===== config.mk =====
export PLATFORM = sky130hd
export DESIGN_NAME = kl_round_cell
export DESIGN_NICKNAME = d
export VERILOG_FILES = /design/src/rtl/assert_macros.svh /design/src/rtl/kl_pkg.sv /design/src/rtl/kl_round_cell.sv
export SDC_FILE = /design/constraint.sdc
export NUM_CORES = 1
export LEC_CHECK = 0
export BUFFER_PORTS_ARGS = -buffer_cell sky130_fd_sc_hd__buf_2
export CAP_MARGIN = 20
export CORE_UTILIZATION = 50
export DETAILED_ROUTE_END_ITERATION = 6
export PLACE_DENSITY = 0.77
export SLEW_MARGIN = 30
export SYNTH_ARGS = -nofsm -noshare
export SYNTH_HDL_FRONTEND = slang
export SYNTH_SLANG_ARGS = --single-unit
export TNS_END_PERCENT = 5

===== constraint.sdc =====
create_clock -name clock -period 22.3 [get_ports clock]
set_clock_uncertainty 0.2 [all_clocks]
set_input_delay 1.115 -clock clock [delete_from_list [all_inputs] [get_ports clock]]
set_output_delay 1.115 -clock clock [all_outputs]
set_load 0.1 [all_outputs]

===== src/rtl/assert_macros.svh =====
// ----------------------------------------------------------------------------
// assert_macros.svh
// Concurrent assertion wrappers, removed when SYNTH is defined.
// ----------------------------------------------------------------------------
`ifndef ASSERT_MACROS_SVH
`define ASSERT_MACROS_SVH

`ifndef SYNTH

// same-cycle implication
`define KL_ASSERT_SAME(label, clk, rst, ante, cons) \
   label: assert property (@(posedge clk) disable iff (rst) (ante) |-> (cons)) \
      else $error("same-cycle check failed");

// next-cycle implication
`define KL_ASSERT_NEXT(label, clk, rst, ante, cons) \
   label: assert property (@(posedge clk) disable iff (rst) (ante) |=> (cons)) \
      else $error("next-cycle check failed");

`else

`define KL_ASSERT_SAME(label, clk, rst, ante, cons)
`define KL_ASSERT_NEXT(label, clk, rst, ante, cons)

`endif

`endif


===== src/rtl/kl_pkg.sv =====
// ----------------------------------------------------------------------------
// kl_pkg
// Types, constants and round functions shared by the KeeLoq cipher block.
// ----------------------------------------------------------------------------
`timescale 1ns / 1ps

package kl_pkg;

   localparam int RoundsTotal   = 528;
   localparam int RoundsPerCell = 8;
   localparam int NumCells      = RoundsTotal / RoundsPerCell;

   localparam int KeyWidth      = 64;
   localparam int WordWidth     = 32;
   localparam int LearnWidth    = 4;
   localparam int CsrIndexWidth = 4;

   localparam logic [31:0] KlNlf       = 32'h3A5C742E;
   localparam logic [31:0] FixMask     = 32'h0FFFFFFF;
   localparam logic [31:0] PrefixLow   = 32'h20000000;
   localparam logic [31:0] PrefixHigh  = 32'h60000000;
   localparam logic [31:0] MixUpMask   = 32'hF000F000;
   localparam logic [31:0] MixDownMask = 32'h0F000F00;
   localparam logic [31:0] MixKeepMask = 32'h00FF00FF;
   localparam int          DecKeyBase  = 15;

   // func codes
   typedef enum logic [1:0] {
      FuncEncrypt = 2'd0,
      FuncDecrypt = 2'd1,
      FuncDerive  = 2'd2
   } kl_func_type;

   // learning types
   localparam logic [LearnWidth-1:0] LearnNormal  = 4'd1;
   localparam logic [LearnWidth-1:0] LearnSecure  = 4'd2;
   localparam logic [LearnWidth-1:0] LearnXor1    = 4'd3;
   localparam logic [LearnWidth-1:0] LearnSerial1 = 4'd4;
   localparam logic [LearnWidth-1:0] LearnSerial2 = 4'd5;
   localparam logic [LearnWidth-1:0] LearnSerial3 = 4'd6;
   localparam logic [LearnWidth-1:0] LearnAerf    = 4'd7;
   localparam logic [LearnWidth-1:0] LearnErreka  = 4'd8;
   localparam logic [LearnWidth-1:0] LearnPujol   = 4'd9;

   // register indexes
   localparam logic [CsrIndexWidth-1:0] CsrCipherKey    = 4'd0;
   localparam logic [CsrIndexWidth-1:0] CsrLearningType = 4'd1;

   // what a cell does with its lanes
   typedef enum logic [1:0] {
      ModeEncrypt,
      ModeDecrypt,
      ModeDual,
      ModeBypass
   } kl_mode_type;

   typedef struct packed {
      logic                 valid;
      kl_mode_type          mode;
      logic                 swap;
      logic [WordWidth-1:0] lane_a;
      logic [WordWidth-1:0] lane_b;
   } kl_stage_type;

   function automatic logic [5:0] kl_enc_key_idx(input int round);
      return 6'(round);
   endfunction

   // (15 - round) mod 64, two's complement truncation
   function automatic logic [5:0] kl_dec_key_idx(input int round);
      return 6'(DecKeyBase - round);
   endfunction

   function automatic logic [WordWidth-1:0] kl_enc_round(input logic [WordWidth-1:0] x,
                                                         input logic kb);
      logic nb;
      nb = x[0] ^ x[16] ^ kb ^ KlNlf[{x[31], x[26], x[20], x[9], x[1]}];
      return {nb, x[31:1]};
   endfunction

   function automatic logic [WordWidth-1:0] kl_dec_round(input logic [WordWidth-1:0] x,
                                                         input logic kb);
      logic nb;
      nb = x[31] ^ x[15] ^ kb ^ KlNlf[{x[30], x[25], x[19], x[8], x[0]}];
      return {x[30:0], nb};
   endfunction

   function automatic logic [WordWidth-1:0] kl_swap_halves(input logic [WordWidth-1:0] w);
      return {w[15:0], w[31:16]};
   endfunction

endpackage


===== src/rtl/kl_round_cell.sv =====
// ----------------------------------------------------------------------------
// kl_round_cell
// One link of the round chain: eight KeeLoq rounds on two lanes, registered.
// ----------------------------------------------------------------------------
`timescale 1ns / 1ps

module kl_round_cell #(
   parameter int STAGE = 0
) (
   input  logic                 clock,
   input  logic                 reset,
   input  logic                 advance,
   input  logic [63:0]          cipher_key,
   input  kl_pkg::kl_stage_type stage_i,
   output kl_pkg::kl_stage_type stage_o
);
   import kl_pkg::*;

   kl_stage_type stage_in;
   kl_stage_type stage_ff;

   always_comb begin
      logic [WordWidth-1:0] a;
      logic [WordWidth-1:0] b;
      int                   rnd;
      a = stage_i.lane_a;
      b = stage_i.lane_b;
      for (int j = 0; j < RoundsPerCell; j++) begin
         rnd = STAGE * RoundsPerCell + j;
         if (stage_i.mode == ModeEncrypt) begin
            a = kl_enc_round(a, cipher_key[kl_enc_key_idx(rnd)]);
         end else if (stage_i.mode != ModeBypass) begin
            a = kl_dec_round(a, cipher_key[kl_dec_key_idx(rnd)]);
         end
         // lane b only carries weight in dual decrypt
         if (stage_i.mode == ModeDual) begin
            b = kl_dec_round(b, cipher_key[kl_dec_key_idx(rnd)]);
         end
      end
      stage_in        = stage_i;
      stage_in.lane_a = a;
      stage_in.lane_b = b;
   end

   always_ff @(posedge clock) begin
      if (reset) begin
         stage_ff.valid <= 1'b0;
      end else if (advance) begin
         stage_ff <= stage_in;
      end
   end

   assign stage_o = stage_ff;

endmodule


---- Word-level counts from Yosys, hierarchy flattened ----
Memories as Yosys holds them, arrays and structs flattened.
Cells that the tools add are included.
word-level totals
  register bits ........................... 68
  memory bits (read-only) ................. 768
  output and inout bits ................... 68
  logic and storage cells ................. 178
  memories ................................ 24
memories
  memory            depth  bits a word  rd ports  clocked after Yosys merged registers in  wr ports  RTL line      source
  (name not given)  32     1            1         0                                        0         kl_pkg.sv:84  nb = x[31] ^ x[15] ^ kb ^ KlNlf[{x[30], x[25], x[19], x[8], x[0]}];
  (name not given)  32     1            1         0                                        0         kl_pkg.sv:84
  (name not given)  32     1            1         0                                        0         kl_pkg.sv:77  nb = x[0] ^ x[16] ^ kb ^ KlNlf[{x[31], x[26], x[20], x[9], x[1]}];
  (name not given)  32     1            1         0                                        0         kl_pkg.sv:84
  (name not given)  32     1            1         0                                        0         kl_pkg.sv:84
  (name not given)  32     1            1         0                                        0         kl_pkg.sv:77
  18 more memories  --     --           --        --                                       --        --
operators by class
  $lt $le $gt $ge ......................... 24
  equality and inequality tests ........... 2
  muxes and demuxes ....................... 48
  bitwise operators ....................... 73
  reduce and logical (&&, ||, !) cells .... 2
operators with widths
  cell                  count
  $mux W32              24
  $lt A5 B6 Y1 const B  24
  $xor A1 B1 Y1         72
  $mux W1               24
  $eq A2 B2 Y1 const B  1
  $logic_not A2 Y1      1
  $ne A2 B2 Y1 const B  1
  $reduce_and A2 Y1     1
  $not A1 Y1            1

---- Longest topological paths before layout ----
Gate-level depths: netlist of run 1.
  depth in word-level cells ............... 40
  gate-level depth with buffers ........... 34
  mapped depth without buffers ............ 29

---- Worst setup path before layout of run 1 ----
Ideal clock, no wire load.
  kind .................................... input to register
  start ................................... in stage_i[40] in the netlist's numbering
  end ..................................... reg stage_ff, in the netlist stage_o[32], data pin
  arrival ................................. 8.172 ns
  required time ........................... 21.846 ns
  path slack .............................. 13.674 ns
  cell stages on the path ................. 32
  cells stage by stage .................... buf_2 a21bo_2 o32a_1 or3_1 buf_2 a311oi_4 or4_1 nand4_2 xnor2_1 nor3_1 or3_1 and3_4 o31a_1 or3_1 buf_6 mux2i_1 and4b_1 a211o_1 o221ai_2 o32a_1 o41a_1 a31oi_1 o21ai_1 a2111oi_2 a211oi_1 xnor2_1 a21oi_1 or4_1 nand4_1 xnor2_1 a21oi_1 a21o_1
RTL lines
  element                 RTL line             source
  start: declaration      kl_round_cell.sv:14  input kl_pkg::kl_stage_type stage_i,
  end signal: assignment  kl_round_cell.sv:49  stage_ff <= stage_in;
  end: declaration        kl_round_cell.sv:20  kl_stage_type stage_ff;

==> results of run 1 <==
## through the flow
stage / hold slack, ns / std cells / setup WS [ns] / util / power [mW]
2_1_floorplan: 0.771 / 1125 / 13.67 / - / 0.423
5_1_grt: 0.334 / 1444 / 11.22 / 0.579 / 0.693
6_report: 0.293 / 1444 / 11.92 / 0.579 / 0.667
3_5_place_dp: 0.289 / 1428 / 11.81 / 0.558 / 0.495
3_3_place_gp: 0.276 / 1428 / 11.95 / 0.558 / 0.490
4_1_cts: 0.301 / 1444 / 12.13 / 0.579 / 0.660
## area by class of cell
class / count / share of cell area
multi-input cells: 955 / 0.627
flip-flops and latches: 68 / 0.212
repair buffers: 164 / 0.0886
well taps: 220 / 0.0287
clock buffers: 10 / 0.0238
clock inverters: 6 / 0.0117
inverters: 21 / 0.00821
## synth_stat cells (5+ instances only)
cell type / n / area share
sky130_fd_sc_hd__buf_1: 15 / 0.0067
sky130_fd_sc_hd__a211o_1: 5 / 0.0052
sky130_fd_sc_hd__nand3_1: 42 / 0.025
sky130_fd_sc_hd__a211oi_1: 7 / 0.0062
sky130_fd_sc_hd__nor2b_1: 13 / 0.0096
sky130_fd_sc_hd__a21o_1: 11 / 0.0098
sky130_fd_sc_hd__nor4_1: 9 / 0.0067
sky130_fd_sc_hd__nand3b_1: 13 / 0.012
sky130_fd_sc_hd__o21ai_0: 54 / 0.032
sky130_fd_sc_hd__o211ai_1: 13 / 0.012
sky130_fd_sc_hd__and3_1: 10 / 0.0074
sky130_fd_sc_hd__or3_1: 20 / 0.015
sky130_fd_sc_hd__o32ai_1: 5 / 0.0052
sky130_fd_sc_hd__nor3_1: 55 / 0.033
sky130_fd_sc_hd__edfxtp_1: 67 / 0.24
sky130_fd_sc_hd__clkbuf_1: 48 / 0.021
sky130_fd_sc_hd__nand2_1: 135 / 0.060
sky130_fd_sc_hd__nand4_1: 11 / 0.0081
sky130_fd_sc_hd__a21oi_1: 45 / 0.027
sky130_fd_sc_hd__mux2i_1: 44 / 0.052
sky130_fd_sc_hd__a21boi_0: 6 / 0.0053
sky130_fd_sc_hd__nor2_1: 111 / 0.049
sky130_fd_sc_hd__o22ai_1: 8 / 0.0059
sky130_fd_sc_hd__or4_1: 6 / 0.0053
sky130_fd_sc_hd__nor3b_1: 10 / 0.0089
sky130_fd_sc_hd__and2_1: 12 / 0.0089
sky130_fd_sc_hd__a31o_2: 7 / 0.0072
sky130_fd_sc_hd__inv_1: 20 / 0.0089
sky130_fd_sc_hd__mux2_2: 6 / 0.0080
sky130_fd_sc_hd__a31oi_1: 47 / 0.035
sky130_fd_sc_hd__o31a_1: 6 / 0.0062
sky130_fd_sc_hd__o21a_1: 8 / 0.0071
sky130_fd_sc_hd__xor2_1: 16 / 0.017
sky130_fd_sc_hd__o21ai_1: 9 / 0.0053
sky130_fd_sc_hd__o31ai_1: 40 / 0.035
sky130_fd_sc_hd__or2_2: 23 / 0.017
sky130_fd_sc_hd__nand2b_1: 21 / 0.016
sky130_fd_sc_hd__buf_2: 13 / 0.0077
sky130_fd_sc_hd__xnor2_1: 50 / 0.052
## worst max-delay path by stage
stage	startpoint	end	slack, ns	cells past startpoint
after floorplan	stage_i[40]	stage_o[32]	13.67	32
after global placement	stage_i[65]	stage_o[32]	11.95	31
after detailed placement	stage_i[65]	stage_o[32]	11.81	31
after CTS	stage_i[65]	stage_o[32]	12.13	31
after global routing	stage_i[65]	stage_o[32]	11.22	31
final	stage_i[65]	stage_o[32]	11.92	31
## worst register-to-register path: cells and delay by family, from the launching register on
family / cells / cell delay [ns]
DFF: 1 / 0.30
muxes: 1 / 0.12
and+or+nand+nor: 1 / 0.05
## cell families after synthesis
logic type	after synthesis
and+or+nand+nor	517
AOI/OAI and AO/OA	319
buffers and inverters	102
DFF	68
xor gates and xnor gates	67
muxes	52
## routing by layer
| metal | wire [um] | vias up | GRT usage | share of wire |
|---|---|---|---|---|
| met4 | 1460 | 0 | 0.185 | 0.048 |
| li1 | - | 4415 | - | - |
| met5 | 0 | - | 0 | 0 |
| met3 | 3400 | 102 | 0.0669 | 0.11 |
| met1 | 12300 | 4360 | 0.457 | 0.41 |
| met2 | 13200 | 647 | 0.514 | 0.43 |
## power groups by stage
stage	clock, mW	combinational, mW	sequential (mW)
finish	0.165	0.345	0.157
detailed placement	0	0.336	0.159
floorplan	0	0.188	0.235
global route	0.170	0.366	0.157
global placement	0	0.331	0.159
CTS	0.166	0.337	0.157
==> out/results.ini, run 1 <==
[status]
status=finished clean

[worst_setup_path]
timing.critical_path.from_type=primary input
cp.buffers_inverters=2
rr_endpoint=stage_o[67]
path_max_fanout=85
endpoint_kind=register
cp.required_ns=22.19
critical_path.max_stage_delay_ns=0.76
worst-r2r-setup-slack_ns=21.52
regToRegStartpoint=stage_o[67]
cp_slowest_cell=sky130_fd_sc_hd__buf_4
critPathTopFamily=simple AND/OR/NAND/NOR gates
r2r_cells=2
crit_arrival_ns=10.27
setup.worst_path.class=in -> reg

[global_route]
maximum_number_of_pins_on_one_net_before_global_route_repair=86
grtUsageTotal=0.340
grt_antenna_before_repair=0
number_of_global_route_vias_before_repair=8439
global_route.overflow_total=0
grt_first_pass_wirelength_um=46200

[timing]
final_hold_viol_count=0
setup-violations-final=0
setup_repair_after_global_routing_missed_its_margin=false
fin_tns_setup_ns=0
max_freq_mhz=96.4
final-max-slew-violation-count=0
worst-slew-pin-transition_ns=0.889
final_period_minus_worst_setup_slack_ns=10.38
worst_slew_margin_rel=0.405
final_min_period_over_clock_period=0.465

[layout]
layout_commonest_cell=sky130_fd_sc_hd__buf_2
filler_instances=1533
area.growth.synth_to_final_pct=13.4
layout_common_cells=sky130_fd_sc_hd__buf_2 (152), sky130_fd_sc_hd__nand2_1 (135), sky130_fd_sc_hd__nor2_1 (109), sky130_fd_sc_hd__edfxtp_1 (67), sky130_fd_sc_hd__nor3_1 (55)
ff_latch_area_mm2=0.00203
largest_reg_flops=68
post_route_cells_drive_above_1_share=0.195
area_used_by_multi_input_combinational_logic_mm2=0.00603
finish.instance_area_mm2=0.00960
antenna_cells_inserted=0
finish.net_count=1354

[power]
netSwitchingPower_uw=300
cellLeakagePower_nw=3.82
ir_worst_vdd_mv=0.0397
power_density_mw_per_mm2=69.4
power_frac_clock=0.248
intPower_uw=367
logic_gate_share_of_total_power=0.517
sw_share=0.450
share_seq_of_total_power=0.235

[synth]
synth_top_family_by_area=simple AND/OR/NAND/NOR gates
post_synthesis_instance_total=1125
ys_seq_area_frac=0.240
yosys.area_share.simple=0.309
syn_area_per_cell_um2=7.52
post_synth_num_cell_types=91
synth.ff_latch_count=68
synth.cell_area_mm2=0.00847
synth-compound-area-share=0.266
synthesized_area_fraction_occupied_by_xor_and_xnor_cells=0.0711
async_flop_share=0
synth-edff-count=67
post_synth_fa_ha_maj_area_fraction=0
synth_warnings=0
muxShareOfSynthArea=0.0640
synth_nets=1260
synth-main-ff-cell=sky130_fd_sc_hd__edfxtp_1

[clock_tree]
cts_tree=done
root_buffer=sky130_fd_sc_hd__clkbuf_16
clock_sinks=68
post-cts-setup-buffers=0
clock_path_buffers=2
hold_buffers=0
cts_resized=0
insertion_delay_of_the_later_clocked_pin_in_the_worst_skew_pair_ns=0.33
numCtsBuffers=9
clkTransAtPathRegs_ns=0.06
cts_htree_levels=3

[placement]
gp_congestion=1.02
detailed_place_hpwl_um=22700
port_buffers=154
placed_cell_area_mm2=0.00926

[die]
ios=203
floorplan.die.height_um=132
coreArea_mm2=0.0166
chipWidth_um=132
floorplan.rows=47
die_area_mm2=0.0175
starting_density_of_the_core=0.510

[min_path]
hold_path.class=reg -> reg
worstHoldPathCells=2
timing.hold.worst.start=stage_o[67]
hold_path_endpoint=stage_o[67]

[drt]
post-route-drc-count=0
initialDrtViolationCount=1251
drt-wirelength-per-cell_um=21.0
route.detailed.vias_per_inst=6.60
via_count=9524
final_antenna_net_count=0
route.final.wire_length_um=30400
drtPass1Iterations=7

[job]
timing.max_cap.violations=0

No activity file was read; power rests on OpenSTA's default activity.
==> run 2: changes to the inputs <==
==> constraint.sdc (replaced) <==
create_clock -name clock -period 10.2 [get_ports clock]
set_clock_uncertainty 0.2 [all_clocks]
set_input_delay 0.51 -clock clock [delete_from_list [all_inputs] [get_ports clock]]
set_output_delay 0.51 -clock clock [all_outputs]
set_load 0.1 [all_outputs]
==> out/results.ini, run 2 (same netlist as run 1, synthesis figures left out) <==
[worst_setup_path]
timing.critical_path.from_type=primary input
crit_arrival_ns=9.05  ; -1.22 ns
critical_path.max_stage_delay_ns=0.58  ; -0.18 ns
worst-r2r-setup-slack_ns=9.43  ; -12.09 ns
setup.worst_path.class=in -> reg
cp.required_ns=10.09  ; -12.10 ns
endpoint_kind=register
path_max_fanout=57  ; -33%
cp_slowest_cell=sky130_fd_sc_hd__xor2_1

[placement]
dp_worst_setup_slack_ns=0.919  ; -10.89 ns
dpl.cell_count=1449  ; +1.5%
port_buffers=154  ; unchanged
detailed_place_hpwl_um=23300  ; +2.5%
gp_congestion=1.05  ; +3.2%

[global_route]
maximum_number_of_pins_on_one_net_before_global_route_repair=68  ; -21%
grtUsageTotal=0.346  ; +0.00520
global_route.overflow_total=0  ; unchanged
number_of_global_route_vias_before_repair=8430  ; -0.11%
grt_antenna_before_repair=0  ; unchanged
grt_first_pass_wirelength_um=46800  ; +1.2%

[power]
power_frac_clock=0.233  ; -0.015
logic_gate_share_of_total_power=0.530  ; +0.013
cellLeakagePower_nw=3.91  ; +2.5%
share_seq_of_total_power=0.238  ; +0.003
power_density_mw_per_mm2=148  ; +110%
netSwitchingPower_uw=657  ; +120%
intPower_uw=784  ; +110%
ir_worst_vdd_mv=0.0936  ; +140%
sw_share=0.456  ; +0.00593

[die]
coreArea_mm2=0.0166  ; unchanged
die_area_mm2=0.0175  ; unchanged
starting_density_of_the_core=0.510  ; unchanged
chipWidth_um=132  ; unchanged
floorplan.rows=47  ; unchanged
floorplan.die.height_um=132  ; unchanged
ios=203  ; unchanged

[timing]
final-max-slew-violation-count=0  ; unchanged
final_period_minus_worst_setup_slack_ns=9.17
postLayoutSetupSlackWorst_ns=1.03  ; -10.89 ns
fin_tns_setup_ns=0  ; unchanged
worst-slew-pin-transition_ns=0.857  ; -0.0318 ns
final_min_period_over_clock_period=0.899
max_freq_mhz=109
setup_repair_after_global_routing_missed_its_margin=false
setup-violations-final=0  ; unchanged
final_hold_viol_count=0  ; unchanged
worst_slew_margin_rel=0.429  ; +0.0240

[layout]
largest_reg_flops=68  ; unchanged
final_core_utilization=0.588  ; +0.00860
ff_latch_area_mm2=0.00203  ; unchanged
post_route_cells_drive_above_1_share=0.208  ; +0.0128
area_used_by_multi_input_combinational_logic_mm2=0.00602  ; about the same
finalNonFillerCells=1465  ; +1.5%
antenna_cells_inserted=0  ; unchanged
filler_instances=1577  ; +2.9%
layout_common_cells=sky130_fd_sc_hd__buf_2 (152), sky130_fd_sc_hd__nand2_1 (135), sky130_fd_sc_hd__nor2_1 (110), sky130_fd_sc_hd__edfxtp_1 (67), sky130_fd_sc_hd__nor3_1 (55)
finish.net_count=1375  ; +1.6%
area.growth.synth_to_final_pct=15.1
layout_commonest_cell=sky130_fd_sc_hd__buf_2

[clock_tree]
clkTransAtPathRegs_ns=0.05  ; about the same
post-cts-setup-buffers=0  ; unchanged
root_buffer=sky130_fd_sc_hd__clkbuf_16
hold_buffers=0  ; unchanged
cts_resized=0  ; unchanged
clock_path_buffers=2  ; unchanged
cts_htree_levels=3  ; unchanged
cts_tree=done
insertion_delay_of_the_later_clocked_pin_in_the_worst_skew_pair_ns=0.33  ; about the same
clock_sinks=68  ; unchanged
numCtsBuffers=9  ; unchanged

[drt]
route.final.wire_length_um=30500  ; +0.52%
route.detailed.vias_per_inst=6.52  ; -1.1%
via_count=9552  ; +0.29%
final_antenna_net_count=0  ; unchanged
drt-wirelength-per-cell_um=20.8  ; -0.92%
initialDrtViolationCount=1411  ; +13%
drtPass1Iterations=6  ; -1
post-route-drc-count=0  ; unchanged

[job]
timing.max_cap.violations=0  ; unchanged

[status]
status=finished clean

[min_path]
hold_path.class=in -> reg

==> run 2: cell types whose count changed in the layout (fill, tap and decap cells not counted), sizes merged <==
cell | previous run | this run
buf | 164 | 185
clkinv | 5 | 7
bufinv | 3 | 2
clkbuf | 10 | 9
==> run 2: metrics by stage <==
stage	cell area, um2	power [mW]	hold slack, ns
floorplan	8470	0.925	0.382
global placement	9430	1.08	0.278
detailed placement	9430	1.09	0.290
CTS	9750	1.43	0.147
global route	9750	1.51	0.157
finish	9750	1.44	0.156
==> run 2: cell type report <==
type	instances	share of cell area
Tap cell	220	0.0282
Clock buffer	9	0.0231
Timing Repair Buffer	185	0.105
Clock inverter	7	0.00937
Multi-Input combinational cell	955	0.618
Inverter	21	0.00809
Sequential cell	68	0.208
==> run 2: routing by layer <==
layer / vias up / wire length, um / track usage
met2: 598 / 13200 / 0.518
met1: 4416 / 12200 / 0.468
met3: 86 / 3960 / 0.0946
met5: - / 0 / 0
met4: 0 / 1170 / 0.143
li1: 4452 / - / -
==> run 2: path summary, 6_finish.rpt <==
path | from | end | cells past startpoint
max | stage_i[65] | stage_o[32] | 32
min | stage_i[64] | stage_o[64] | 1
max reg2reg | stage_o[67] | stage_o[67] | 2
min reg2reg | stage_o[67] | stage_o[67] | 2
==> run 2: worst max-delay path, delay by kind of cell <==
family	cells	cell delay [ns]
compound gates	15	3.65
xor+xnor	3	1.07
mux	3	0.74
buf+inv	3	1.10
simple gates	8	1.95
==> run 2: power by group through the flow <==
| stage | Combinational, mW | Sequential [mW] | Clock, mW |
|---|---|---|---|
| 3_3_place_gp | 0.735 | 0.348 | 0 |
| 6_report | 0.763 | 0.343 | 0.335 |
| 2_1_floorplan | 0.412 | 0.513 | 0 |
| 3_5_place_dp | 0.744 | 0.349 | 0 |
| 4_1_cts | 0.747 | 0.343 | 0.339 |
| 5_1_grt | 0.813 | 0.345 | 0.347 |
