--- config.mk ---
export PLATFORM = sky130hd
export DESIGN_NAME = kl_rsp_stage_flat
export DESIGN_NICKNAME = d
export VERILOG_FILES = /design/src/rtl/assert_macros.svh /design/src/rtl/kl_pkg.sv /design/src/rtl/kl_if.sv /design/src/rtl/kl_rsp_stage.sv /design/src/flat_wrapper.sv
export SDC_FILE = /design/constraint.sdc
export NUM_CORES = 1
export LEC_CHECK = 0
export ABC_AREA = 1
export BUFFER_PORTS_ARGS = -buffer_cell sky130_fd_sc_hd__buf_2
export CORE_ASPECT_RATIO = 1.25
export CORE_UTILIZATION = 40
export CTS_CLUSTER_DIAMETER = 120
export DETAILED_ROUTE_END_ITERATION = 12
export PLACE_DENSITY = 0.68
export SLEW_MARGIN = 20
export SYNTH_ARGS = -nofsm -noshare
export SYNTH_HDL_FRONTEND = slang
export SYNTH_SLANG_ARGS = --single-unit
export TNS_END_PERCENT = 100
--- constraint.sdc ---
create_clock -name clock -period 5.9 [get_ports clock]
set_clock_uncertainty 0.05 [all_clocks]
set_input_delay 0.885 -clock clock [delete_from_list [all_inputs] [get_ports clock]]
set_output_delay 0.885 -clock clock [all_outputs]
set_load 0.01 [all_outputs]
--- src/rtl/assert_macros.svh ---
// ----------------------------------------------------------------------------
// assert_macros.svh
// Concurrent assertion wrappers, removed when SYNTH is defined.
// ----------------------------------------------------------------------------
`ifndef ASSERT_MACROS_SVH
`define ASSERT_MACROS_SVH

`ifndef SYNTH

// same-cycle implication
`define KL_ASSERT_SAME(label, clk, rst, ante, cons) \
   label: assert property (@(posedge clk) disable iff (rst) (ante) |-> (cons)) \
      else $error("same-cycle check failed");

// next-cycle implication
`define KL_ASSERT_NEXT(label, clk, rst, ante, cons) \
   label: assert property (@(posedge clk) disable iff (rst) (ante) |=> (cons)) \
      else $error("next-cycle check failed");

`else

`define KL_ASSERT_SAME(label, clk, rst, ante, cons)
`define KL_ASSERT_NEXT(label, clk, rst, ante, cons)

`endif

`endif

--- src/rtl/kl_pkg.sv ---
// ----------------------------------------------------------------------------
// kl_pkg
// Types, constants and round functions shared by the KeeLoq cipher block.
// ----------------------------------------------------------------------------
`timescale 1ns / 1ps

package kl_pkg;

   localparam int RoundsTotal   = 528;
   localparam int RoundsPerCell = 8;
   localparam int NumCells      = RoundsTotal / RoundsPerCell;

   localparam int KeyWidth      = 64;
   localparam int WordWidth     = 32;
   localparam int LearnWidth    = 4;
   localparam int CsrIndexWidth = 4;

   localparam logic [31:0] KlNlf       = 32'h3A5C742E;
   localparam logic [31:0] FixMask     = 32'h0FFFFFFF;
   localparam logic [31:0] PrefixLow   = 32'h20000000;
   localparam logic [31:0] PrefixHigh  = 32'h60000000;
   localparam logic [31:0] MixUpMask   = 32'hF000F000;
   localparam logic [31:0] MixDownMask = 32'h0F000F00;
   localparam logic [31:0] MixKeepMask = 32'h00FF00FF;
   localparam int          DecKeyBase  = 15;

   // func codes
   typedef enum logic [1:0] {
      FuncEncrypt = 2'd0,
      FuncDecrypt = 2'd1,
      FuncDerive  = 2'd2
   } kl_func_type;

   // learning types
   localparam logic [LearnWidth-1:0] LearnNormal  = 4'd1;
   localparam logic [LearnWidth-1:0] LearnSecure  = 4'd2;
   localparam logic [LearnWidth-1:0] LearnXor1    = 4'd3;
   localparam logic [LearnWidth-1:0] LearnSerial1 = 4'd4;
   localparam logic [LearnWidth-1:0] LearnSerial2 = 4'd5;
   localparam logic [LearnWidth-1:0] LearnSerial3 = 4'd6;
   localparam logic [LearnWidth-1:0] LearnAerf    = 4'd7;
   localparam logic [LearnWidth-1:0] LearnErreka  = 4'd8;
   localparam logic [LearnWidth-1:0] LearnPujol   = 4'd9;

   // register indexes
   localparam logic [CsrIndexWidth-1:0] CsrCipherKey    = 4'd0;
   localparam logic [CsrIndexWidth-1:0] CsrLearningType = 4'd1;

   // what a cell does with its lanes
   typedef enum logic [1:0] {
      ModeEncrypt,
      ModeDecrypt,
      ModeDual,
      ModeBypass
   } kl_mode_type;

   typedef struct packed {
      logic                 valid;
      kl_mode_type          mode;
      logic                 swap;
      logic [WordWidth-1:0] lane_a;
      logic [WordWidth-1:0] lane_b;
   } kl_stage_type;

   function automatic logic [5:0] kl_enc_key_idx(input int round);
      return 6'(round);
   endfunction

   // (15 - round) mod 64, two's complement truncation
   function automatic logic [5:0] kl_dec_key_idx(input int round);
      return 6'(DecKeyBase - round);
   endfunction

   function automatic logic [WordWidth-1:0] kl_enc_round(input logic [WordWidth-1:0] x,
                                                         input logic kb);
      logic nb;
      nb = x[0] ^ x[16] ^ kb ^ KlNlf[{x[31], x[26], x[20], x[9], x[1]}];
      return {nb, x[31:1]};
   endfunction

   function automatic logic [WordWidth-1:0] kl_dec_round(input logic [WordWidth-1:0] x,
                                                         input logic kb);
      logic nb;
      nb = x[31] ^ x[15] ^ kb ^ KlNlf[{x[30], x[25], x[19], x[8], x[0]}];
      return {x[30:0], nb};
   endfunction

   function automatic logic [WordWidth-1:0] kl_swap_halves(input logic [WordWidth-1:0] w);
      return {w[15:0], w[31:16]};
   endfunction

endpackage

--- src/rtl/kl_if.sv ---


interface kl_rsp_if;
   import kl_pkg::*;
   logic                valid;
   logic                ready;
   logic [KeyWidth-1:0] result_word;

   modport source (output valid, result_word, input ready);
   modport sink   (input valid, result_word, output ready);
endinterface


--- src/rtl/kl_rsp_stage.sv ---
// ----------------------------------------------------------------------------
// kl_rsp_stage
// Output register with a one-beat skid slot; freezes the chain when full.
// ----------------------------------------------------------------------------
`timescale 1ns / 1ps

module kl_rsp_stage (
   input  logic        clock,
   input  logic        reset,
   input  logic        in_valid,
   input  logic [63:0] in_word,
   output logic        in_ready,
   kl_rsp_if.source    rsp_if
);
   import kl_pkg::*;

   logic                out_valid_ff;
   logic                out_valid_in;
   logic [KeyWidth-1:0] out_word_ff;
   logic [KeyWidth-1:0] out_word_in;
   logic                skid_valid_ff;
   logic                skid_valid_in;
   logic [KeyWidth-1:0] skid_word_ff;
   logic [KeyWidth-1:0] skid_word_in;
   logic                take;
   logic                out_free;

   assign in_ready = !skid_valid_ff;
   assign take     = in_valid && !skid_valid_ff;
   assign out_free = !out_valid_ff || rsp_if.ready;

   always_comb begin
      out_valid_in  = out_valid_ff;
      out_word_in   = out_word_ff;
      skid_valid_in = skid_valid_ff;
      skid_word_in  = skid_word_ff;
      if (out_free) begin
         if (skid_valid_ff) begin
            out_valid_in  = 1'b1;
            out_word_in   = skid_word_ff;
            skid_valid_in = 1'b0;
         end else begin
            out_valid_in = take;
            out_word_in  = in_word;
         end
      end else if (take) begin
         // park the beat until the sink drains
         skid_valid_in = 1'b1;
         skid_word_in  = in_word;
      end
   end

   always_ff @(posedge clock) begin
      if (reset) begin
         out_valid_ff  <= 1'b0;
         skid_valid_ff <= 1'b0;
      end else begin
         out_valid_ff  <= out_valid_in;
         skid_valid_ff <= skid_valid_in;
      end
      out_word_ff  <= out_word_in;
      skid_word_ff <= skid_word_in;
   end

   assign rsp_if.valid       = out_valid_ff;
   assign rsp_if.result_word = out_word_ff;

endmodule

--- src/flat_wrapper.sv ---
// flat-port wrapper written by rule: the top's interface ports become plain ports
module kl_rsp_stage_flat import kl_pkg::*;
  (clock, reset, in_valid, in_word, in_ready, rsp_if_valid, rsp_if_result_word, rsp_if_ready);
  kl_rsp_if rsp_if_i ();
  input  logic clock;
  input  logic reset;
  input  logic in_valid;
  input  logic [63:0] in_word;
  output logic in_ready;
  output wire logic [$bits(rsp_if_i.valid)-1:0] rsp_if_valid;
  output wire logic [$bits(rsp_if_i.result_word)-1:0] rsp_if_result_word;
  input wire logic [$bits(rsp_if_i.ready)-1:0] rsp_if_ready;
  assign rsp_if_valid = rsp_if_i.valid;
  assign rsp_if_result_word = rsp_if_i.result_word;
  assign rsp_if_i.ready = rsp_if_ready;
  kl_rsp_stage u_core (.clock(clock), .reset(reset), .in_valid(in_valid), .in_word(in_word), .in_ready(in_ready), .rsp_if(rsp_if_i));
endmodule
# Yosys cells after proc, flatten, opt, wreduce, memory -nomap -nowiden
# Cells that the tools add are included.
# op_classes
n_mux	2
bitwise	1
reduce_logical	6
# op_table
operator	count
64-bit 2-to-1 mux	1
1-bit zero test	2
2-bit AND reduction	1
2-bit OR reduction	1
1-bit logical AND	1
1-bit logical OR	1
1-bit 2-to-1 mux	1
1-bit inverter	1
# word_totals
reg_bits	130
in_bits	68
word_cells	13

# Longest topological paths before layout
# Gate-level depths: netlist of the first run.
# logic_depth
depth_word	4
mapped_depth	5

# Worst setup path after synthesis of the first run
# OpenSTA, ideal clock, no wires.
# synth_path
path_kind	input -> register
startpoint	input rsp_if_ready
endpoint	register u_core.skid_word_ff[0] (enable)
arrival_time_ns	5.237
t_required_ns	5.363
slack_ns	0.126
stages	3
n_path_buf	0
cell_sequence	inv_1 -> nand2_1 -> nor2_1
# synth_between
elab_chain_len	3
# synth_rtl
item	line	source
start, declared	flat_wrapper.sv:12	input wire logic [$bits(rsp_if_i.ready)-1:0] rsp_if_ready;
1-bit logical OR	kl_rsp_stage.sv:30	assign out_free = !out_valid_ff || rsp_if.ready;
named net u_core.out_free	kl_rsp_stage.sv:26	logic out_free;
1-bit inverter (no source line)	-	
2-bit AND reduction (no source line)	-	
end signal, assigned	kl_rsp_stage.sv:62	skid_word_ff <= skid_word_in;
end, declared	kl_rsp_stage.sv:23	logic [KeyWidth-1:0] skid_word_ff;
# The timed path passes the listed nets, and every way through them passes these cells.
# A chain may end at the register's enable or synchronous reset.

# Worst setup path after layout of the first run
# layout_path
startpoint	register u_core.skid_valid_ff
endpoint	register u_core.skid_word_ff[0] (enable)
# layout_between
elab_chain_len	3
# layout_rtl
item	line	source
start, declared	kl_rsp_stage.sv:21	logic skid_valid_ff;
start signal, assigned	kl_rsp_stage.sv:59	skid_valid_ff <= skid_valid_in;
1-bit zero test	kl_rsp_stage.sv:29	assign take = in_valid && !skid_valid_ff;
1-bit logical AND	kl_rsp_stage.sv:29	
2-bit AND reduction (no source line)	-	
# Every way passes these cells.

==> results of run 1 <==
[critical path: stages, from the launching register on]
cell     delay, ps
dfxtp_2        300
buf_4          310
inv_2          830
nand2_1        240
nor2_4         650
buf_4          540
[cell families after synthesis]
group | Yosys count
compound gates | 1
buf+inv | 17
flops | 130
simple gates | 199
[Yosys cell counts]
master	n	share of area [%]
buf_4	5	0.79
inv_1	2	0.16
inv_2	1	0.079
nor2_1	3	0.24
dfxtp_1	2	0.85
nand3_1	1	0.11
nand2_1	195	15
buf_2	8	0.85
edfxtp_1	128	81
o21ai_0	1	0.11
clkbuf_1	1	0.079
[sequential cells by signal, summed over array words and instances (netlist names)]
signal,cells
u_core.skid_valid_ff,1
u_core.rsp_if.valid,1
u_core.skid_word_ff,64
u_core.rsp_if.result_word,64
[stage by stage]
step / hold slack (ps) / setup slack (ps) / total power [mW] / util (%)
floorplan: 444.3 / 126.0 / 1.171 / -
finish: 463.0 / 2507 / 2.136 / 52.13
CTS: 464.2 / 2439 / 2.162 / 52.13
detailed placement: 452.1 / 2460 / 1.248 / 47.73
global placement: 448.7 / 2581 / 1.244 / 47.73
global route: 479.6 / 2223 / 2.221 / 52.13
[metal layers]
layer  part of all wire [%]  vias up  track usage [%]  wire length (microns)
met1                     41     1374            18.33                   3684
met4                    2.0        0            7.077                    181
met2                     51      100            25.43                   4588
met3                    5.7       13            5.499                    508
met5                      0        -                0                      0
li1                       -     1449                -                      -
[worst max-delay path by stage]
stage,start,end,slack [ps],cells after the start
2_1_floorplan,rsp_if_ready,u_core.skid_word_ff[0],130,3
3_3_place_gp,rsp_if_ready,u_core.skid_word_ff[9],2580,5
3_5_place_dp,rsp_if_ready,u_core.skid_word_ff[6],2460,5
4_1_cts,u_core.skid_valid_ff,u_core.skid_word_ff[5],2440,5
5_1_grt,u_core.skid_valid_ff,u_core.skid_word_ff[32],2220,5
6_report,u_core.skid_valid_ff,u_core.skid_word_ff[0],2510,5
[final cells by class]
type / count / area (sq um) / area share (%)
flip-flops and latches: 130 / 3885 / 64.46
multi-input cells: 200 / 768.2 / 12.75
repair buffers: 135 / 680.7 / 11.29
clock buffers: 21 / 440.4 / 7.307
well taps: 138 / 172.7 / 2.865
clock inverters: 10 / 68.82 / 1.142
inverters: 3 / 11.26 / 0.1868
[power groups by stage]
stage | clock network, mW | registers (mW) | logic (mW)
after global placement | 0 | 1.11 | 0.137
after CTS | 0.932 | 1.09 | 0.141
after floorplan | 0 | 1.13 | 0.0402
final | 0.908 | 1.09 | 0.139
after global routing | 0.972 | 1.09 | 0.155
after detailed placement | 0 | 1.11 | 0.140
==> results.py, run 1 <==
metrics = {
    "final_layout": {
        "final_area_sq_mm": 0.006027,
        "final_common_cell": "nand2_1",
        "finalNetCount": 555,
        "insertedDiodeCount": 0,
        "syn2layout_area_growth_pct": 27.43,
        "fill_cells": 1008,
        "drive_above_1_share_pct": 32.26,
        "layout_common_cells": "nand2_1 (194), buf_2 (133), edfxtp_1 (128), clkbuf_16 (17), clkinv_1 (5)",
        "stdcell_count": 637,
    },
    "timing": {
        "fmax_ghz": 0.2947,
        "period_needed_ps": 3393,
        "finalCritPeriodShare_pct": 57.52,
        "grt_setup_unrepaired": "no",
        "maxSlewHeadroom_pct": 27.98,
        "finalSetupViolations": 0,
        "worst_slew_pin_slew_ps": 1080,
        "slew_violations": 0,
        "tns_ps": 0,
        "hold_violations": 0,
    },
    "logic_synthesis": {
        "ys_types": 11,
        "synth.area.mux_share_pct": 0,
        "synth_xor_area_share_pct": 0,
        "synth-simple-area-share_pct": 15.82,
        "syn_inst": 347,
        "seq_area_frac_synth_pct": 82.12,
        "synthAdderAreaFrac_pct": 0,
        "synth_compound_area_share_pct": 0.1058,
        "synth_nets": 415,
        "syn-cell-area_sq_mm": 0.004730,
        "yosysWarnings": 0,
        "yosys_register_bits": 130,
        "synth_top_family_by_area": "simple AND/OR/NAND/NOR gates",
        "syn_area_per_cell_sq_um": 13.63,
    },
    "setup_path": {
        "critPathArrivalTime_ps": 3380,
        "crit_fanout": 67,
        "end_kind": "flip-flop",
        "required_ps": 5890,
        "reg2reg_depth": 5,
        "setup.worst_path.class": "flip-flop to flip-flop",
        "r2r-end": "u_core.skid_word_ff[0]",
        "r2r_start": "u_core.skid_valid_ff",
        "rrSetupSlack_ps": 2510,
        "crit_path_start_kind": "flip-flop",
    },
    "die": {
        "die_area_sq_mm": 0.01226,
        "rows": 44,
        "dieWidth_microns": 99.26,
        "pin_count": 134,
        "die_y_microns": 123.6,
        "start_util_pct": 40.91,
        "core-area_sq_mm": 0.01156,
    },
    "grt": {
        "grt_pass1_wl_mm": 13.92,
        "grt_max_degree": 68,
        "antenna_found_initial": 0,
        "first_global_vias": 2864,
        "grt-ovfl-total": 0,
        "grt_usage_pct": 15.47,
    },
    "pwr": {
        "p_sw_mw": 0.4418,
        "p_leak_nw": 2.626,
        "internal_power_mw": 1.694,
        "power_frac_comb_pct": 6.5,
        "clockPowerShare_pct": 42.5,
        "switching_share_pct": 20.68,
        "p_seq_share_pct": 51.0,
        "p_per_area_mw_per_mm2": 354.4,
        "ir_worst_vdd_mv": 0.1770,
    },
    "clock_network": {
        "cts_buffers": 17,
        "ctsResizeCount": 0,
        "clkSinkCount": 130,
        "tritoncts": "done",
        "cts_max_level": 4,
        "post_cts_buffers": 0,
        "holdBufCountCts": 0,
        "clock_path_buffers": 2,
        "path_clk_slew_ps": 50,
        "root_buffer": "clkbuf_16",
        "clk_latency_ps": 400,
    },
    "routing": {
        "vias_per_cell": 4.609,
        "ant_nets": 0,
        "totalWireLength_mm": 8.961,
        "wl_per_cell_microns": 14.07,
        "vias": 2936,
        "drcViolationCount": 0,
        "first_pass_iters": 5,
        "drt_iter0_drc": 174,
    },
    "placement": {
        "placed_cells": 606,
        "dpl_cell_area_sq_mm": 0.005518,
        "io_buffers": 133,
        "hpwl_mm": 5.778,
        "gp_congestion": 0.7134,
    },
    "flow_run": {
        "cap_violations": 0,
    },
    "min_path": {
        "min_from": "u_core.skid_word_ff[10]",
        "hold_class": "flip-flop to flip-flop",
        "hold_end": "u_core.rsp_if.result_word[10]",
        "min_path_cells": 2,
    },
    "run_status": {
        "outcome": "finished, final reports clean",
    },
}
No activity file was read; power rests on OpenSTA's default activity.
==> run 2: changes to the inputs <==
Settings changed: ABC_AREA 1 to 0, PLACE_DENSITY 0.68 to 0.66.
Clock period 5.9 ns to 3.3 ns, I/O delays scaled along.
==> run 2 against run 1 <==
Die area grew 0.86%; synthesized area grew 0.87%; clock-buffer cell count shrank 1; clock power grew 100%; core utilization grew 1.2 points; hold slack lost 250 ps; critical endpoint is now u_core.rsp_if.result_word[29]; largest cell class unchanged.
==> results.py, run 2 <==
metrics = {
    "final_layout": {
        "layout_common_cells": "buf_2 (133), edfxtp_1 (128), mux2_2 (37), mux2_4 (20), clkbuf_16 (17)",
        "final_area_sq_mm": 0.006200,
        "fill_cells": 940,
        "insertedDiodeCount": 0,
        "seqCellArea_sq_mm": 0.003887,
        "final_common_cell": "buf_2",
        "syn2layout_area_growth_pct": 29.95,
        "drive_above_1_share_pct": 60.87,
        "multi_input_area_sq_um": 842.1,
        "finalNetCount": 423,
    },
    "logic_synthesis": {
        "syn-cell-area_sq_mm": 0.004771,
        "syn_inst": 207,
        "yosysTopAreaCell": "edfxtp_1",
        "synth_common_cells": "edfxtp_1 (128), mux2_2 (37), mux2_4 (20)",
        "synth.most_common_cell": "edfxtp_1",
        "synth_nets": 275,
        "synth_top_area_share_pct": 80.57,
        "syn_area_per_cell_sq_um": 23.05,
        "synth_edf_count": 128,
        "async_flop_share_pct": 0,
        "seq_area_frac_synth_pct": 81.41,
        "synthTopCellsByArea": "edfxtp_1 (81%), mux2_2 (8.7%), mux2_4 (6.3%)",
        "yosys_register_bits": 130,
        "synthFlopType": "edfxtp_1",
        "ys_types": 13,
        "yosysWarnings": 0,
    },
    "routing": {
        "vias": 2399,
        "vias_per_cell": 4.535,
        "totalWireLength_mm": 7.811,
        "first_pass_iters": 4,
        "ant_nets": 0,
        "wl_per_cell_microns": 14.77,
        "drt_iter0_drc": 115,
        "drcViolationCount": 0,
    },
    "timing": {
        "fin_hold_ws_ps": 216.6,
        "slew_violations": 0,
        "hold_violations": 0,
        "finalCritPeriodShare_pct": 59.63,
        "tns_ps": 0,
        "fmax_ghz": 0.5082,
        "maxSlewHeadroom_pct": 42.04,
        "finalSetupViolations": 0,
        "period_needed_ps": 1968,
        "worst_slew_pin_slew_ps": 869.5,
        "grt_setup_unrepaired": "no",
    },
    "clock_network": {
        "root_buffer": "clkbuf_16",
        "ctsResizeCount": 0,
        "clk_latency_ps": 400,
        "path_clk_slew_ps": 50,
        "cts_buffers": 17,
        "holdBufCountCts": 0,
        "clock_path_buffers": 2,
        "tritoncts": "done",
        "cts_max_level": 4,
        "clkSinkCount": 130,
        "post_cts_buffers": 0,
    },
    "setup_path": {
        "setup.worst_path.class": "flip-flop to flip-flop",
        "crit_path_start_kind": "flip-flop",
        "end_kind": "flip-flop",
        "required_ps": 3400,
        "crit_fanout": 36,
        "critPathArrivalTime_ps": 2070,
    },
    "die": {
        "rows": 44,
        "die_area_sq_mm": 0.01237,
        "die_y_microns": 124.1,
        "dieWidth_microns": 99.68,
        "start_util_pct": 41.07,
        "core-area_sq_mm": 0.01162,
        "pin_count": 134,
    },
    "run_status": {
        "outcome": "finished, final reports clean",
    },
    "grt": {
        "grt_pass1_wl_mm": 12.02,
        "antenna_found_initial": 0,
        "grt-ovfl-total": 0,
        "grt_usage_pct": 13.56,
        "first_global_vias": 2308,
        "grt_max_degree": 67,
    },
    "pwr": {
        "total_power_mw": 3.986,
        "p_per_area_mw_per_mm2": 643.0,
        "ir_worst_vdd_mv": 0.3195,
        "p_leak_nw": 2.397,
    },
    "placement": {
        "dpl_cell_area_sq_mm": 0.005623,
        "gp_congestion": 0.6859,
        "hpwl_mm": 4.926,
        "io_buffers": 133,
    },
    "min_path": {
        "hold_class": "input pin to flip-flop",
    },
    "flow_run": {
        "cap_violations": 0,
    },
}
==> run 2: routing by layer <==
layer | global-route usage, % | vias to the layer above | wire (microns) | part of all wire, %
met5 | 0 | - | 0 | 0
li1 | - | 1126 | - | -
met2 | 20.17 | 89 | 3794 | 49
met4 | 8.088 | 0 | 186 | 2.4
met3 | 5.107 | 21 | 461 | 5.9
met1 | 16.89 | 1163 | 3369 | 43
==> run 2: through the flow <==
stage / util (%) / std cells / setup WS (ps)
6_report: 53.37 / 529 / 1332
5_1_grt: 53.37 / 529 / 1236
4_1_cts: 53.37 / 529 / 1313
3_5_place_dp: 48.41 / 497 / 1248
3_3_place_gp: 48.41 / 497 / 1270
2_1_floorplan: - / 207 / 78.99
==> run 2: worst max-delay path, cell delays in order, from the launching register on <==
cell	delay, ps
dfxtp_4	680
buf_4	530
mux2_2	400
==> run 2: kinds of logic after synthesis <==
kind of cell    synth area share [%]
flops                          81.41
mux                            16.68
buf+inv                        1.337
simple gates                  0.4720
compound gates                0.1048
==> run 2: cell type report <==
type	count	share of cell area (%)
clock buffers	20	7.043
clock inverters	12	2.260
inverters	1	0.06054
multi-input cells	69	13.58
flip-flops and latches	130	62.70
well taps	161	3.249
repair buffers	136	11.10
==> run 2: path summary, 6_finish.rpt <==
kind / from / end / slack, ps / depth (start not counted)
worst max-delay path: u_core.skid_valid_ff / u_core.rsp_if.result_word[29] / 1330 / 2
worst max register to register: u_core.skid_valid_ff / u_core.rsp_if.result_word[29] / 1330 / 2
worst min-delay path: reset / u_core.skid_valid_ff / 220 / 2
worst min register to register: u_core.skid_word_ff[59] / u_core.rsp_if.result_word[59] / 490 / 1
==> run 2: where the power goes <==
part	leakage (nW)	internal, mW	switching [mW]
sequential	1.26	1.91	0.0245
combinational	0.850	0.117	0.116
clock	0.285	1.18	0.643
total	2.40	3.20	0.784
==> run 3: changes to the inputs <==
Settings changed: PLACE_DENSITY 0.66 to 0.68.
Clock period 3.3 ns to 1.7 ns, I/O delays scaled along.
==> run 3 against run 2 <==
Critical endpoint is now in_ready; non-clock buffer count grew 68; worst setup slack worse by 1100 ps; core utilization is 6.1 points higher; sequential power rose by 94%.
==> results.py, run 3 (synthesis gave the netlist of run 2 again) <==
metrics = {
    "final_layout": {
        "final_common_cell": "buf_2",
        "layout_common_cells": "buf_2 (133), edfxtp_1 (128), dlygate4sd3_1 (65), mux2_2 (37), mux2_4 (20)",
        "drive_above_1_share_pct": 51.04,
        "multi_input_area_sq_um": 842.1,
        "fill_cells": 882,
        "final_area_sq_mm": 0.006913,
        "seqCellArea_sq_mm": 0.003891,
        "insertedDiodeCount": 0,
        "finalNetCount": 491,
        "syn2layout_area_growth_pct": 44.90,
    },
    "clock_network": {
        "cts_max_level": 4,
        "clkSinkCount": 130,
        "post_cts_buffers": 0,
        "root_buffer": "clkbuf_16",
        "clk_latency_ps": 400,
        "tritoncts": "done",
        "cts_buffers": 17,
        "path_clk_slew_ps": 50,
        "clock_path_buffers": 2,
        "ctsResizeCount": 0,
    },
    "setup_path": {
        "crit_fanout": 21,
        "worst_path_largest_cell_delay_ps": 400,
        "slowest_stage": "dfxtp_4",
        "critPathArrivalTime_ps": 1180,
        "setup.worst_path.class": "flip-flop to output pin",
        "crit_path_start_kind": "flip-flop",
        "required_ps": 1390,
        "cp_cell_sequence": "buf_12, inv_1, buf_2",
        "path_buf_inv": 3,
        "critical-path-top-delay-family": "flip-flops",
        "end_kind": "output pin",
    },
    "pwr": {
        "ir_worst_vdd_mv": 0.6047,
        "p_leak_nw": 2.686,
        "p_sw_mw": 1.484,
        "clockPowerShare_pct": 44.0,
        "p_per_area_mw_per_mm2": 1123,
        "power_frac_comb_pct": 7.7,
        "internal_power_mw": 6.280,
        "switching_share_pct": 19.12,
        "p_seq_share_pct": 48.3,
    },
    "die": {
        "pin_count": 134,
        "core-area_sq_mm": 0.01162,
        "start_util_pct": 41.07,
        "dieWidth_microns": 99.68,
        "die_area_sq_mm": 0.01237,
        "die_y_microns": 124.1,
        "rows": 44,
    },
    "routing": {
        "ant_nets": 0,
        "totalWireLength_mm": 9.119,
        "drcViolationCount": 0,
        "met3_length_microns": 450,
        "drt_iter0_drc": 98,
        "top_layer": "met4",
        "first_pass_iters": 4,
        "wl_met1_mm": 3.952,
        "wl_per_cell_microns": 15.35,
        "vias": 2657,
        "vias_per_cell": 4.473,
        "wl_met2_mm": 4.651,
    },
    "timing": {
        "hold_violations": 0,
        "period_needed_ps": 1482,
        "grt_setup_unrepaired": "no",
        "finalSetupViolations": 0,
        "tns_ps": 0,
        "worst_slew_pin_slew_ps": 373.6,
        "finalCritPeriodShare_pct": 87.20,
        "fmax_ghz": 0.6746,
        "slew_violations": 0,
        "maxSlewHeadroom_pct": 75.09,
        "setup_ws_ps": 217.6,
    },
    "placement": {
        "dp_slack_ps": 211.2,
        "io_buffers": 133,
        "gp_congestion": 0.6787,
        "dpl_cell_area_sq_mm": 0.005712,
        "hpwl_mm": 5.287,
    },
    "grt": {
        "grt-ovfl-total": 0,
        "grt_usage_pct": 15.36,
        "grt_max_degree": 67,
        "grt_pass1_wl_mm": 13.63,
        "first_global_vias": 2814,
        "antenna_found_initial": 0,
    },
    "run_status": {
        "outcome": "finished, final reports clean",
    },
    "flow_run": {
        "cap_violations": 0,
    },
    "min_path": {
        "hold_class": "input pin to flip-flop",
    },
}
-- run 3: cell types whose count changed in the layout (fill, tap and decap cells not counted), sizes merged --
cell and change:
dlygate4sd3 +65, buf +3, clkbuf -2, clkinvlp -1
-- run 3: worst reg2reg max path, delay by kind of cell, from the launching register on --
kind | cells | cell delay (ps)
flops | 1 | 400
buf+inv | 1 | 300
mux | 1 | 390
-- run 3: power by group through the flow --
stage / Combinational, mW / Sequential (mW) / Clock [mW]
after floorplan: 0.157 / 3.88 / 0
after global placement: 0.474 / 3.81 / 0
after detailed placement: 0.486 / 3.81 / 0
after CTS: 0.602 / 3.75 / 3.51
after global routing: 0.648 / 3.76 / 3.62
final: 0.598 / 3.75 / 3.42
-- run 3: cell type report --
class / count / share of cell area [%]
clock inverter: 11 / 1.756
clock buffer: 18 / 6.208
timing repair buffer: 204 / 20.60
sequential: 130 / 56.29
multi-input combinational: 69 / 12.18
tap: 161 / 2.914
inverter: 1 / 0.05430
-- run 3: per-stage QoR --
| step | total power [mW] | cells | utilization [%] | hold WS [ps] |
|---|---|---|---|---|
| 2_1_floorplan | 4.037 | 207 | - | 264.4 |
| 3_3_place_gp | 4.281 | 500 | 49.17 | 370.6 |
| 3_5_place_dp | 4.297 | 500 | 49.17 | 369.3 |
| 4_1_cts | 7.861 | 594 | 59.51 | 117.3 |
| 5_1_grt | 8.034 | 594 | 59.51 | 149.9 |
| 6_report | 7.765 | 594 | 59.51 | 134.6 |
-- run 3: path summary, 6_finish.rpt --
path / slack [ps] / startpoint / cells past startpoint / endpoint
max reg2reg: 310 / u_core.skid_valid_ff / 2 / u_core.rsp_if.result_word[63]
min: 130 / in_valid / 3 / u_core.rsp_if.valid
min reg2reg: 490 / u_core.skid_word_ff[53] / 1 / u_core.rsp_if.result_word[53]
max: 220 / u_core.skid_valid_ff / 3 / in_ready
-- run 3: timing repair --
action	4_1_cts	5_1_grt
endpoints found under the setup margin	0	0
hold buffers	65	0
endpoints found under the hold margin	66	0
-- run 3: per-layer routing --
layer,vias to the layer above,track usage [%]
met5,-,0
met4,0,7.169
met1,1307,17.11
met3,5,5.331
li1,1257,-
met2,88,26.47
